**src/design/trrs_pkg.sv**
```systemverilog
// ----------------------------------------------------------------------------
// trrs_pkg
// Shared types and constants of the two-level round-robin scheduler.
// ----------------------------------------------------------------------------
package trrs_pkg;

    localparam int TABLE_DEPTH = 16;
    localparam int TIME_BITS   = 16;
    localparam int IDX_BITS    = $clog2(TABLE_DEPTH);
    localparam int CNT_BITS    = $clog2(TABLE_DEPTH + 1);
    localparam int PCT_BITS    = 7;
    localparam int PROD_BITS   = TIME_BITS + PCT_BITS;

    localparam logic [3:0]          QUANTUM_RESET = 4'd3;
    localparam logic [PCT_BITS-1:0] SHARE_RESET   = 7'd80;
    localparam logic [PCT_BITS-1:0] PCT_SCALE     = 7'd100;

    localparam logic CFG_QUANTUM = 1'b0;
    localparam logic CFG_SHARE   = 1'b1;

    localparam logic OP_ARRIVAL  = 1'b0;
    localparam logic OP_TICK     = 1'b1;
    localparam logic CLASS_FG    = 1'b0;

    typedef enum logic [2:0] {
        STAT_IDLE   = 3'd0,
        STAT_FG_RAN = 3'd1,
        STAT_BG_RAN = 3'd2,
        STAT_ACCEPT = 3'd3,
        STAT_FULL   = 3'd4
    } status_t;

    typedef enum logic [1:0] {
        MODE_NONE = 2'd0,
        MODE_FG   = 2'd1,
        MODE_BG   = 2'd2
    } mode_t;

endpackage

```
**src/design/two_level_round_robin_scheduler.sv**
```systemverilog
// ----------------------------------------------------------------------------
// two_level_round_robin_scheduler
// Round-robin foreground table over a FCFS background queue, one tick per
// transaction, with a shared multiplier for the foreground share test.
// ----------------------------------------------------------------------------
//  channel  | direction | handshake             | payload
//  s_       | in        | s_valid / s_ready     | opcode, task_class, task_id, run_length
//  m_       | out       | m_valid / m_ready     | status, ran_id, finished, done_*
//  apb      | in        | psel/penable/pready   | paddr, pwdata, prdata
//
//  Tick: accept, busy*100, now*pct on the one multiplier, execute.
//  Arrival: accept, execute.
//  The result register frees the input side: the next transaction is taken
//  while a result still waits. Execute holds while the result is not taken.
//  Reset (aresetn low, synchronous) clears state, counters, pointers, mode,
//  configuration and m_valid; table entries and data registers hold no reset.
// ----------------------------------------------------------------------------
module two_level_round_robin_scheduler (
    input  logic        aclk,
    input  logic        aresetn,
    input  logic        s_valid,
    output logic        s_ready,
    input  logic        s_opcode,
    input  logic        s_task_class,
    input  logic [7:0]  s_task_id,
    input  logic [7:0]  s_run_length,
    output logic        m_valid,
    input  logic        m_ready,
    output logic [2:0]  m_status,
    output logic [7:0]  m_ran_id,
    output logic        m_finished,
    output logic [15:0] m_done_arrival,
    output logic [7:0]  m_done_runtime,
    output logic [15:0] m_done_end,
    output logic [15:0] m_done_delay,
    input  logic        psel,
    input  logic        penable,
    input  logic        pwrite,
    input  logic [2:0]  paddr,
    input  logic [31:0] pwdata,
    output logic [31:0] prdata,
    output logic        pready
);

    localparam int D  = trrs_pkg::TABLE_DEPTH;
    localparam int TB = trrs_pkg::TIME_BITS;
    localparam int IB = trrs_pkg::IDX_BITS;
    localparam int CB = trrs_pkg::CNT_BITS;
    localparam int PB = trrs_pkg::PROD_BITS;
    localparam logic [CB-1:0] DEPTH_C = CB'(D);

    typedef enum logic [1:0] {ST_IDLE, ST_MUL_BUSY, ST_MUL_NOW, ST_EXEC} state_t;

    state_t state_reg, state_next;

    logic [3:0]  quantum_reg;
    logic [6:0]  share_reg;

    logic        op_reg, op_next;
    logic        cls_reg, cls_next;
    logic [7:0]  id_reg, id_next;
    logic [7:0]  len_reg, len_next;
    logic [PB-1:0] lhs_reg, lhs_next, rhs_reg, rhs_next;

    logic [TB-1:0] now_reg, now_next, busy_reg, busy_next;
    logic [7:0]    fg_ids_reg [D], fg_ids_next [D];
    logic [7:0]    fg_left_reg [D], fg_left_next [D];
    logic [TB-1:0] fg_arr_reg [D], fg_arr_next [D];
    logic [7:0]    fg_len_reg [D], fg_len_next [D];
    logic [CB-1:0] fg_count_reg, fg_count_next;
    logic [IB-1:0] fg_cursor_reg, fg_cursor_next;
    logic [3:0]    slice_reg, slice_next;
    logic [7:0]    bg_ids_reg [D], bg_ids_next [D];
    logic [TB-1:0] bg_arr_reg [D], bg_arr_next [D];
    logic [7:0]    bg_len_reg [D], bg_len_next [D];
    logic [IB-1:0] bg_head_reg, bg_head_next;
    logic [CB-1:0] bg_count_reg, bg_count_next;
    logic [7:0]    bg_left_reg, bg_left_next;
    trrs_pkg::mode_t mode_reg, mode_next;

    logic          m_valid_reg, m_valid_next;
    trrs_pkg::status_t m_status_reg, m_status_next;
    logic [7:0]    m_ran_id_reg, m_ran_id_next;
    logic          m_finished_reg, m_finished_next;
    logic [15:0]   m_arr_reg, m_arr_next, m_end_reg, m_end_next, m_delay_reg, m_delay_next;
    logic [7:0]    m_rt_reg, m_rt_next;

    // shared multiplier
    logic [TB-1:0] mul_a;
    logic [6:0]    mul_b;
    logic [PB-1:0] prod;

    assign mul_a = (state_reg == ST_MUL_BUSY) ? busy_reg : now_reg;
    assign mul_b = (state_reg == ST_MUL_BUSY) ? trrs_pkg::PCT_SCALE : share_reg;
    assign prod  = PB'(mul_a) * PB'(mul_b);

    // configuration
    logic cfg_wr;
    assign cfg_wr = psel && penable && pwrite;
    assign pready = 1'b1;
    assign prdata = (paddr[2] == trrs_pkg::CFG_QUANTUM) ? {28'd0, quantum_reg}
                                                        : {25'd0, share_reg};

    assign s_ready = (state_reg == ST_IDLE);
    logic out_free;
    assign out_free = !m_valid_reg || m_ready;

    always_comb begin
        logic [7:0]    q;
        trrs_pkg::mode_t md;
        logic [IB-1:0] c;
        logic [3:0]    sl;
        logic [7:0]    bl;
        logic [TB-1:0] end_t;
        logic [TB-1:0] arr_t;
        logic [7:0]    ln_t;
        logic [IB-1:0] slot;
        logic [CB-1:0] cnt_m1;
        logic [IB:0]   cur_inc;

        q = (quantum_reg == 4'd0) ? 8'd1 : {4'd0, quantum_reg};
        md = mode_reg;
        c = 'x;
        sl = slice_reg;
        bl = bg_left_reg;
        end_t = now_reg + TB'(1);
        arr_t = '0;
        ln_t = '0;
        slot = bg_head_reg + bg_count_reg[IB-1:0];
        cnt_m1 = fg_count_reg - CB'(1);
        cur_inc = '0;

        state_next = state_reg;
        op_next = op_reg; cls_next = cls_reg; id_next = id_reg; len_next = len_reg;
        lhs_next = lhs_reg; rhs_next = rhs_reg;
        now_next = now_reg; busy_next = busy_reg;
        fg_ids_next = fg_ids_reg; fg_left_next = fg_left_reg;
        fg_arr_next = fg_arr_reg; fg_len_next = fg_len_reg;
        fg_count_next = fg_count_reg; fg_cursor_next = fg_cursor_reg;
        slice_next = slice_reg;
        bg_ids_next = bg_ids_reg; bg_arr_next = bg_arr_reg; bg_len_next = bg_len_reg;
        bg_head_next = bg_head_reg; bg_count_next = bg_count_reg;
        bg_left_next = bg_left_reg; mode_next = mode_reg;
        m_valid_next = m_valid_reg && !m_ready;
        m_status_next = m_status_reg; m_ran_id_next = m_ran_id_reg;
        m_finished_next = m_finished_reg; m_arr_next = m_arr_reg;
        m_rt_next = m_rt_reg; m_end_next = m_end_reg; m_delay_next = m_delay_reg;

        case (state_reg)
            ST_IDLE: begin
                if (s_valid) begin
                    op_next  = s_opcode;
                    cls_next = s_task_class;
                    id_next  = s_task_id;
                    len_next = (s_run_length == 8'd0) ? 8'd1 : s_run_length;
                    state_next = (s_opcode == trrs_pkg::OP_TICK) ? ST_MUL_BUSY : ST_EXEC;
                end
            end
            ST_MUL_BUSY: begin
                lhs_next = prod;
                state_next = ST_MUL_NOW;
            end
            ST_MUL_NOW: begin
                rhs_next = prod;
                state_next = ST_EXEC;
            end
            ST_EXEC: begin
                if (out_free) begin
                    state_next = ST_IDLE;
                    m_valid_next = 1'b1;
                    m_finished_next = 1'b0;
                    m_arr_next = '0; m_rt_next = '0; m_end_next = '0; m_delay_next = '0;
                    if (op_reg == trrs_pkg::OP_ARRIVAL) begin
                        m_ran_id_next = id_reg;
                        m_status_next = trrs_pkg::STAT_ACCEPT;
                        if (cls_reg == trrs_pkg::CLASS_FG) begin
                            if (fg_count_reg >= DEPTH_C) begin
                                m_status_next = trrs_pkg::STAT_FULL;
                            end else begin
                                fg_ids_next[fg_count_reg[IB-1:0]]  = id_reg;
                                fg_left_next[fg_count_reg[IB-1:0]] = len_reg;
                                fg_len_next[fg_count_reg[IB-1:0]]  = len_reg;
                                fg_arr_next[fg_count_reg[IB-1:0]]  = now_reg;
                                fg_count_next = fg_count_reg + CB'(1);
                            end
                        end else begin
                            if (bg_count_reg >= DEPTH_C) begin
                                m_status_next = trrs_pkg::STAT_FULL;
                            end else begin
                                bg_ids_next[slot] = id_reg;
                                bg_len_next[slot] = len_reg;
                                bg_arr_next[slot] = now_reg;
                                bg_count_next = bg_count_reg + CB'(1);
                            end
                        end
                    end else begin
                        // stale mode falls back to none, a stale cursor to the head
                        if ((md == trrs_pkg::MODE_FG && fg_count_reg == '0) ||
                            (md == trrs_pkg::MODE_BG && bg_count_reg == '0))
                            md = trrs_pkg::MODE_NONE;
                        c = (CB'(fg_cursor_reg) >= fg_count_reg) ? '0 : fg_cursor_reg;
                        if (md == trrs_pkg::MODE_NONE) begin
                            if (fg_count_reg != '0 && lhs_reg <= rhs_reg) begin
                                md = trrs_pkg::MODE_FG;
                                sl = '0;
                            end else if (bg_count_reg != '0) begin
                                md = trrs_pkg::MODE_BG;
                                bl = bg_len_reg[bg_head_reg];
                                if (bl == 8'd0) bl = 8'd1;
                            end
                        end
                        now_next = end_t;
                        m_ran_id_next = 8'd0;
                        case (md)
                            trrs_pkg::MODE_FG: begin
                                m_status_next = trrs_pkg::STAT_FG_RAN;
                                m_ran_id_next = fg_ids_reg[c];
                                busy_next = busy_reg + TB'(1);
                                mode_next = trrs_pkg::MODE_FG;
                                fg_cursor_next = c;
                                if (fg_left_reg[c] <= 8'd1) begin
                                    arr_t = fg_arr_reg[c];
                                    ln_t  = fg_len_reg[c];
                                    m_finished_next = 1'b1;
                                    for (int j = 0; j < D - 1; j++) begin
                                        if (IB'(j) >= c && CB'(j + 1) < fg_count_reg) begin
                                            fg_ids_next[j]  = fg_ids_reg[j+1];
                                            fg_left_next[j] = fg_left_reg[j+1];
                                            fg_arr_next[j]  = fg_arr_reg[j+1];
                                            fg_len_next[j]  = fg_len_reg[j+1];
                                        end
                                    end
                                    fg_count_next = cnt_m1;
                                    if (CB'(c) >= cnt_m1) fg_cursor_next = '0;
                                    slice_next = '0;
                                    mode_next = trrs_pkg::MODE_NONE;
                                end else begin
                                    fg_left_next[c] = fg_left_reg[c] - 8'd1;
                                    sl = sl + 4'd1;
                                    slice_next = sl;
                                    if ({4'd0, sl} >= q) begin
                                        cur_inc = {1'b0, c} + (IB+1)'(1);
                                        fg_cursor_next = (CB'(cur_inc) >= fg_count_reg)
                                                         ? '0 : cur_inc[IB-1:0];
                                        slice_next = '0;
                                        mode_next = trrs_pkg::MODE_NONE;
                                    end
                                end
                            end
                            trrs_pkg::MODE_BG: begin
                                m_status_next = trrs_pkg::STAT_BG_RAN;
                                m_ran_id_next = bg_ids_reg[bg_head_reg];
                                mode_next = trrs_pkg::MODE_BG;
                                fg_cursor_next = c;
                                if (bl != 8'd0) bl = bl - 8'd1;
                                bg_left_next = bl;
                                if (bl == 8'd0) begin
                                    arr_t = bg_arr_reg[bg_head_reg];
                                    ln_t  = (bg_len_reg[bg_head_reg] == 8'd0)
                                            ? 8'd1 : bg_len_reg[bg_head_reg];
                                    m_finished_next = 1'b1;
                                    bg_head_next = bg_head_reg + IB'(1);
                                    bg_count_next = bg_count_reg - CB'(1);
                                    mode_next = trrs_pkg::MODE_NONE;
                                end
                            end
                            default: begin
                                m_status_next = trrs_pkg::STAT_IDLE;
                                fg_cursor_next = '0;
                                mode_next = trrs_pkg::MODE_NONE;
                            end
                        endcase
                        if (m_finished_next) begin
                            m_arr_next   = 16'(arr_t);
                            m_rt_next    = ln_t;
                            m_end_next   = 16'(end_t);
                            m_delay_next = 16'(end_t - arr_t - TB'(ln_t));
                        end
                    end
                end
            end
            default: state_next = ST_IDLE;
        endcase
    end

    always_ff @(posedge aclk) begin
        if (!aresetn) begin
            state_reg     <= ST_IDLE;
            quantum_reg   <= trrs_pkg::QUANTUM_RESET;
            share_reg     <= trrs_pkg::SHARE_RESET;
            now_reg       <= '0;
            busy_reg      <= '0;
            fg_count_reg  <= '0;
            fg_cursor_reg <= '0;
            slice_reg     <= '0;
            bg_head_reg   <= '0;
            bg_count_reg  <= '0;
            bg_left_reg   <= '0;
            mode_reg      <= trrs_pkg::MODE_NONE;
            m_valid_reg   <= 1'b0;
        end else begin
            state_reg     <= state_next;
            if (cfg_wr && paddr[2] == trrs_pkg::CFG_QUANTUM) quantum_reg <= pwdata[3:0];
            if (cfg_wr && paddr[2] == trrs_pkg::CFG_SHARE)   share_reg   <= pwdata[6:0];
            now_reg       <= now_next;
            busy_reg      <= busy_next;
            fg_count_reg  <= fg_count_next;
            fg_cursor_reg <= fg_cursor_next;
            slice_reg     <= slice_next;
            bg_head_reg   <= bg_head_next;
            bg_count_reg  <= bg_count_next;
            bg_left_reg   <= bg_left_next;
            mode_reg      <= mode_next;
            m_valid_reg   <= m_valid_next;
        end
        op_reg <= op_next; cls_reg <= cls_next; id_reg <= id_next; len_reg <= len_next;
        lhs_reg <= lhs_next; rhs_reg <= rhs_next;
        fg_ids_reg <= fg_ids_next; fg_left_reg <= fg_left_next;
        fg_arr_reg <= fg_arr_next; fg_len_reg <= fg_len_next;
        bg_ids_reg <= bg_ids_next; bg_arr_reg <= bg_arr_next; bg_len_reg <= bg_len_next;
        m_status_reg <= m_status_next; m_ran_id_reg <= m_ran_id_next;
        m_finished_reg <= m_finished_next; m_arr_reg <= m_arr_next;
        m_rt_reg <= m_rt_next; m_end_reg <= m_end_next; m_delay_reg <= m_delay_next;
    end

    assign m_valid        = m_valid_reg;
    assign m_status       = m_status_reg;
    assign m_ran_id       = m_ran_id_reg;
    assign m_finished     = m_finished_reg;
    assign m_done_arrival = m_arr_reg;
    assign m_done_runtime = m_rt_reg;
    assign m_done_end     = m_end_reg;
    assign m_done_delay   = m_delay_reg;

    a_fg_count: assert property (@(posedge aclk) disable iff (!aresetn)
        fg_count_reg <= DEPTH_C) else $error("fg table overflow");
    a_bg_count: assert property (@(posedge aclk) disable iff (!aresetn)
        bg_count_reg <= DEPTH_C) else $error("bg queue overflow");
    a_fin_status: assert property (@(posedge aclk) disable iff (!aresetn)
        (m_valid_reg && m_finished_reg) |->
        (m_status_reg == trrs_pkg::STAT_FG_RAN || m_status_reg == trrs_pkg::STAT_BG_RAN))
        else $error("completion on non-run result");
    a_out_hold: assert property (@(posedge aclk) disable iff (!aresetn)
        (state_reg == ST_EXEC && m_valid_reg && !m_ready) |=> state_reg == ST_EXEC)
        else $error("result overwritten while stalled");

endmodule

```
**config.mk**
```make
export PLATFORM = sky130hd
export DESIGN_NAME = two_level_round_robin_scheduler
export DESIGN_NICKNAME = d
export VERILOG_FILES = /design/src/design/trrs_pkg.sv /design/src/design/two_level_round_robin_scheduler.sv
export SDC_FILE = /design/constraint.sdc
export NUM_CORES = 2
export LEC_CHECK = 0
export ABC_AREA = 1
export BUFFER_PORTS_ARGS = -buffer_cell sky130_fd_sc_hd__buf_2
export CAP_MARGIN = 10
export CORE_ASPECT_RATIO = 0.5
export CORE_MARGIN = 2
export CORE_UTILIZATION = 35
export CTS_CLUSTER_SIZE = 16
export DETAILED_ROUTE_END_ITERATION = 8
export GPL_TIMING_DRIVEN = 0
export HOLD_SLACK_MARGIN = 0.06
export PLACE_DENSITY_LB_ADDON = 0.12
export SLEW_MARGIN = 20
export SYNTH_ARGS = -nofsm -noshare
export SYNTH_HDL_FRONTEND = slang
export SYNTH_SLANG_ARGS = --single-unit
```
**constraint.sdc**
```tcl
create_clock -name aclk -period 10.19 [get_ports aclk]
set_input_delay 1.5285 -clock aclk [delete_from_list [all_inputs] [get_ports aclk]]
set_output_delay 1.5285 -clock aclk [all_outputs]
set_load 0.01 [all_outputs]
```
==> metrics.md <==
| Metric | Value |
|---|---|
| Run status | completed |
| Overall die area | roughly 200000 um^2 |
| Via total after detailed routing | 58600 |
| CTS root buffer | sky130_fd_sc_hd__clkbuf_16 |
| Unique cell type count in the Yosys netlist | 75 |
| Max-slew violations | 0 |
| Reg clk slew, reported paths | approximately 60 ps |
| Average wire length per cell after detail routing | approximately 33 um |
| Transition time at the pin with the least slew margin | between 1000 and 1500 ps |
| Final-report hold violation count | 0 |
| Total standard cell area after synthesis | roughly 70000 um^2 |
| Final antenna-violating net count | 0 |
| Maximum ir drop on the vdd rail | between 100 and 150 uV |
| Number of register bits inferred by synthesis | ~1400 |
| Max transition margin | 0.104 |
| Wire length reported by the detailed router | roughly 330000 um |
| IO Pins | 163 |
| Post-route fraction of the period consumed by the critical path | 0.956 |
| Fraction of final layout cells with drive strength greater than 1 | 0.109 |
| Slowest cell delay on critical path | between 400 and 500 ps |
| Final Instance Count excl. Fillers | 9975 |
| Nets | 7524 |
| Total track usage | 0.322 |
| Fin Setup TNS | 0 ps |
| Number of synthesized flops with an enable pin | between 1000 and 1500 |
| Std cell rows | 114 |
| Power density over the cells | 179 nW/um^2 |
| Hold slack final | around 470 ps |
| DRC violations left | 0 |
| CP dominant cell by count | sky130_fd_sc_hd__nand2_1 |
| Cell count after synthesis | a little under 7000 |
| First-pass GRT wire length | between 400000 and 500000 um |
| Number of maximum-capacitance constraint violations | 0 |
| Layout fillers | roughly 19000 |
| Quantity of hold-fixing buffers added after cts | 0 |
| Crit path max-delay cell type | sky130_fd_sc_hd__o211ai_1 |
| Skew final | roughly 46 ps |
| Die boundary width | 629 um |
| Global placer's final weighted congestion | 1.03 |
| Mean cell area of the mapped netlist | about 10 um^2 |
| Vias in the first global route | 53900 |
| Post-synth ARST share | 0 |
| Placed cell count | between 9000 and 10000 |
| CP Max Fanout | 18 |
| Worst min-delay path class | flop to flop |
| Core ar. | slightly below 200000 um^2 |
| Type of the worst setup path | flop to flop |
| Capturing element type of the critical path | flop |
| Power consumption | 0.0141 W |
| Data arrival time of the critical path | between 10000 and 15000 ps |
| Maximum number of pins on one net before global-route repair | 25 |
| Max Clk Rate | 0.103 GHz |
| Sequential element share of the synthesized area | 0.587 |
| Count of yosys warnings during synthesis | 0 |
| Setup repair after global routing missed its margin | no |
| Post-DP HPWL | approximately 240000 um |
| IO buf count | 109 |
| GRT overflow | 0 |
| Setup crit start kind | flop |
| Ratio of routed vias to standard cells | roughly 6 |
| Depth of the CTS H-tree | 4 |
| Fin util | 0.408 |
| Iteration count of the initial detailed-routing pass | 8 |
| CTS Buf Count | 148 |
| Number of antenna violations at the first check in global routing | 30 |
| Vertical die dimension | roughly 320 um |
| Clock period minus final worst setup slack | 9740 ps |
| CP required | approximately 11000 ps |
| Final setup violating endpoints | 0 |
| Initial cell density of the core | 0.353 |
| Standby leakage power | between 20 and 30 nW |
| CTS tree | done |
| Worst-skew pair later-pin latency | approximately 840 ps |
| Growth of design area from synthesis to finish | 15.7% |
| Number of buffers on the longest clock path | 4 |
| Post-synth top flop | sky130_fd_sc_hd__edfxtp_1 |
| CTS sink count | 1362 |
| Iteration-0 DRC Markers | between 9000 and 10000 |
worst max-delay path: cells and delay by family (launching register included):
kind | cells | cell delay (ps)
and+or+nand+nor | 21 | 3650
buffers and inverters | 8 | 2010
AOI/OAI and AO/OA | 9 | 1830
adders and majority gates | 4 | 1380
xor gates and xnor gates | 1 | 320
DFF | 1 | 300
cells in the final DEF, fill, tap and decap left out, types with 25 or more instances in the layout:
| cell type | netlist | final |
|---|---|---|
| sky130_fd_sc_hd__buf_6 | 10 | 27 |
| sky130_fd_sc_hd__edfxtp_1 | 1284 | 1284 |
| sky130_fd_sc_hd__xor2_1 | 47 | 47 |
| sky130_fd_sc_hd__nand2_1 | 1550 | 1550 |
| sky130_fd_sc_hd__inv_1 | 538 | 537 |
| sky130_fd_sc_hd__a31oi_1 | 27 | 27 |
| sky130_fd_sc_hd__nand3_1 | 259 | 259 |
| sky130_fd_sc_hd__nand4_1 | 27 | 27 |
| sky130_fd_sc_hd__nor2_1 | 492 | 471 |
| sky130_fd_sc_hd__clkbuf_2 | 1 | 33 |
| sky130_fd_sc_hd__o211ai_1 | 123 | 123 |
| sky130_fd_sc_hd__buf_1 | 50 | 31 |
| sky130_fd_sc_hd__ha_1 | 132 | 130 |
| sky130_fd_sc_hd__o21ai_0 | 727 | 726 |
| sky130_fd_sc_hd__dfxtp_1 | 78 | 71 |
| sky130_fd_sc_hd__nor3_1 | 43 | 31 |
| sky130_fd_sc_hd__clkbuf_16 | 0 | 153 |
| sky130_fd_sc_hd__fa_1 | 79 | 79 |
| sky130_fd_sc_hd__clkinv_1 | 23 | 49 |
| sky130_fd_sc_hd__nor2_4 | 8 | 27 |
| sky130_fd_sc_hd__a21oi_1 | 369 | 363 |
| sky130_fd_sc_hd__o22ai_1 | 170 | 170 |
| sky130_fd_sc_hd__clkbuf_1 | 285 | 282 |
| sky130_fd_sc_hd__nor2_2 | 40 | 42 |
| sky130_fd_sc_hd__buf_2 | 51 | 181 |
| sky130_fd_sc_hd__buf_4 | 56 | 116 |
| sky130_fd_sc_hd__conb_1 | 2 | 26 |
| sky130_fd_sc_hd__a32o_1 | 33 | 33 |
| sky130_fd_sc_hd__a22o_1 | 25 | 25 |
logic make-up (layout without fill, tap and decap cells):
family,after synthesis,after routing,synth area share
xor gates and xnor gates,63,63,0.00846
DFF,1362,1362,0.587
other,2,36,0.000110
muxes,8,8,0.00117
buffers and inverters,1035,1522,0.0624
and+or+nand+nor,2490,2490,0.149
adders and majority gates,211,211,0.0473
AOI/OAI and AO/OA,1673,1673,0.144
synthesized netlist by cell type (23+ instances only):
cell / number / area (um^2)
sky130_fd_sc_hd__inv_1: 538 / 2020
sky130_fd_sc_hd__nor2_1: 492 / 1850
sky130_fd_sc_hd__o211ai_1: 123 / 923
sky130_fd_sc_hd__a22o_1: 25 / 219
sky130_fd_sc_hd__edfxtp_1: 1284 / 38600
sky130_fd_sc_hd__clkinv_1: 23 / 86.3
sky130_fd_sc_hd__buf_2: 51 / 255
sky130_fd_sc_hd__xor2_1: 47 / 412
sky130_fd_sc_hd__a21oi_1: 369 / 1850
sky130_fd_sc_hd__fa_1: 79 / 1580
sky130_fd_sc_hd__buf_1: 50 / 188
sky130_fd_sc_hd__nand2_1: 1550 / 5820
sky130_fd_sc_hd__o21ai_0: 727 / 3640
sky130_fd_sc_hd__nand3_1: 259 / 1300
sky130_fd_sc_hd__nor2_2: 40 / 250
sky130_fd_sc_hd__a211oi_1: 24 / 180
sky130_fd_sc_hd__nand4_1: 27 / 169
sky130_fd_sc_hd__nor3_1: 43 / 215
sky130_fd_sc_hd__a32o_1: 33 / 330
sky130_fd_sc_hd__a31oi_1: 27 / 169
sky130_fd_sc_hd__o22ai_1: 170 / 1060
sky130_fd_sc_hd__buf_4: 56 / 420
sky130_fd_sc_hd__dfxtp_1: 78 / 1560
sky130_fd_sc_hd__clkbuf_1: 285 / 1070
sky130_fd_sc_hd__ha_1: 132 / 1650
timing repair:
| action | CTS | global route |
|---|---|---|
| setup endpoints to repair | 1 | 2 |
| pin swaps | 0 | 1 |
| buffers inserted | 0 | 1 |
| resized for setup | 1 | 3 |
layout make-up:
class                   count  area, um^2  share of cell area
plain buffers             454        2140              0.0271
clock buffers             185        3970              0.0503
multi-input cells        4471       24400               0.308
repair buffers            236        2260              0.0286
inverters                 580        2180              0.0276
well taps                2610        3270              0.0413
clock inverters            67         673             0.00852
diodes                     10        25.0            0.000317
flip-flops and latches   1362       40100               0.508
power by group:
part | switching, W | total [W] | internal (W)
logic | 0.00151 | 0.00202 | 0.000513
registers | 0.000201 | 0.00660 | 0.00640
clock network | 0.00242 | 0.00553 | 0.00311
total | 0.00413 | 0.0141 | 0.0100
through the flow:
step	setup slack, ps	instance area (um^2)
2_1_floorplan	1590	68400
3_3_place_gp	-6380	72200
3_5_place_dp	-104	74300
4_1_cts	20.7	78900
5_1_grt	201	79000
6_report	450	79000
worst paths after layout:
path                    start          endpoint  slack (ps)  cells past startpoint
max          fg_cursor_reg[0]  m_done_delay[15]         450                     43
min              slice_reg[2]      slice_reg[2]         470                      2
max reg2reg  fg_cursor_reg[0]  m_done_delay[15]         450                     43
min reg2reg      slice_reg[2]      slice_reg[2]         470                      2
metal layers:
metal	GRT usage	part of all wire	up-vias	routed length (um)
met3	0.0804	0.11	819	36600
met2	0.483	0.42	3686	139000
li1	-	-	24800	-
met5	0	0.00050	-	163
met1	0.435	0.41	29300	134000
met4	0.158	0.058	20	19000
Note: power is estimated with default switching activity, not from simulation.
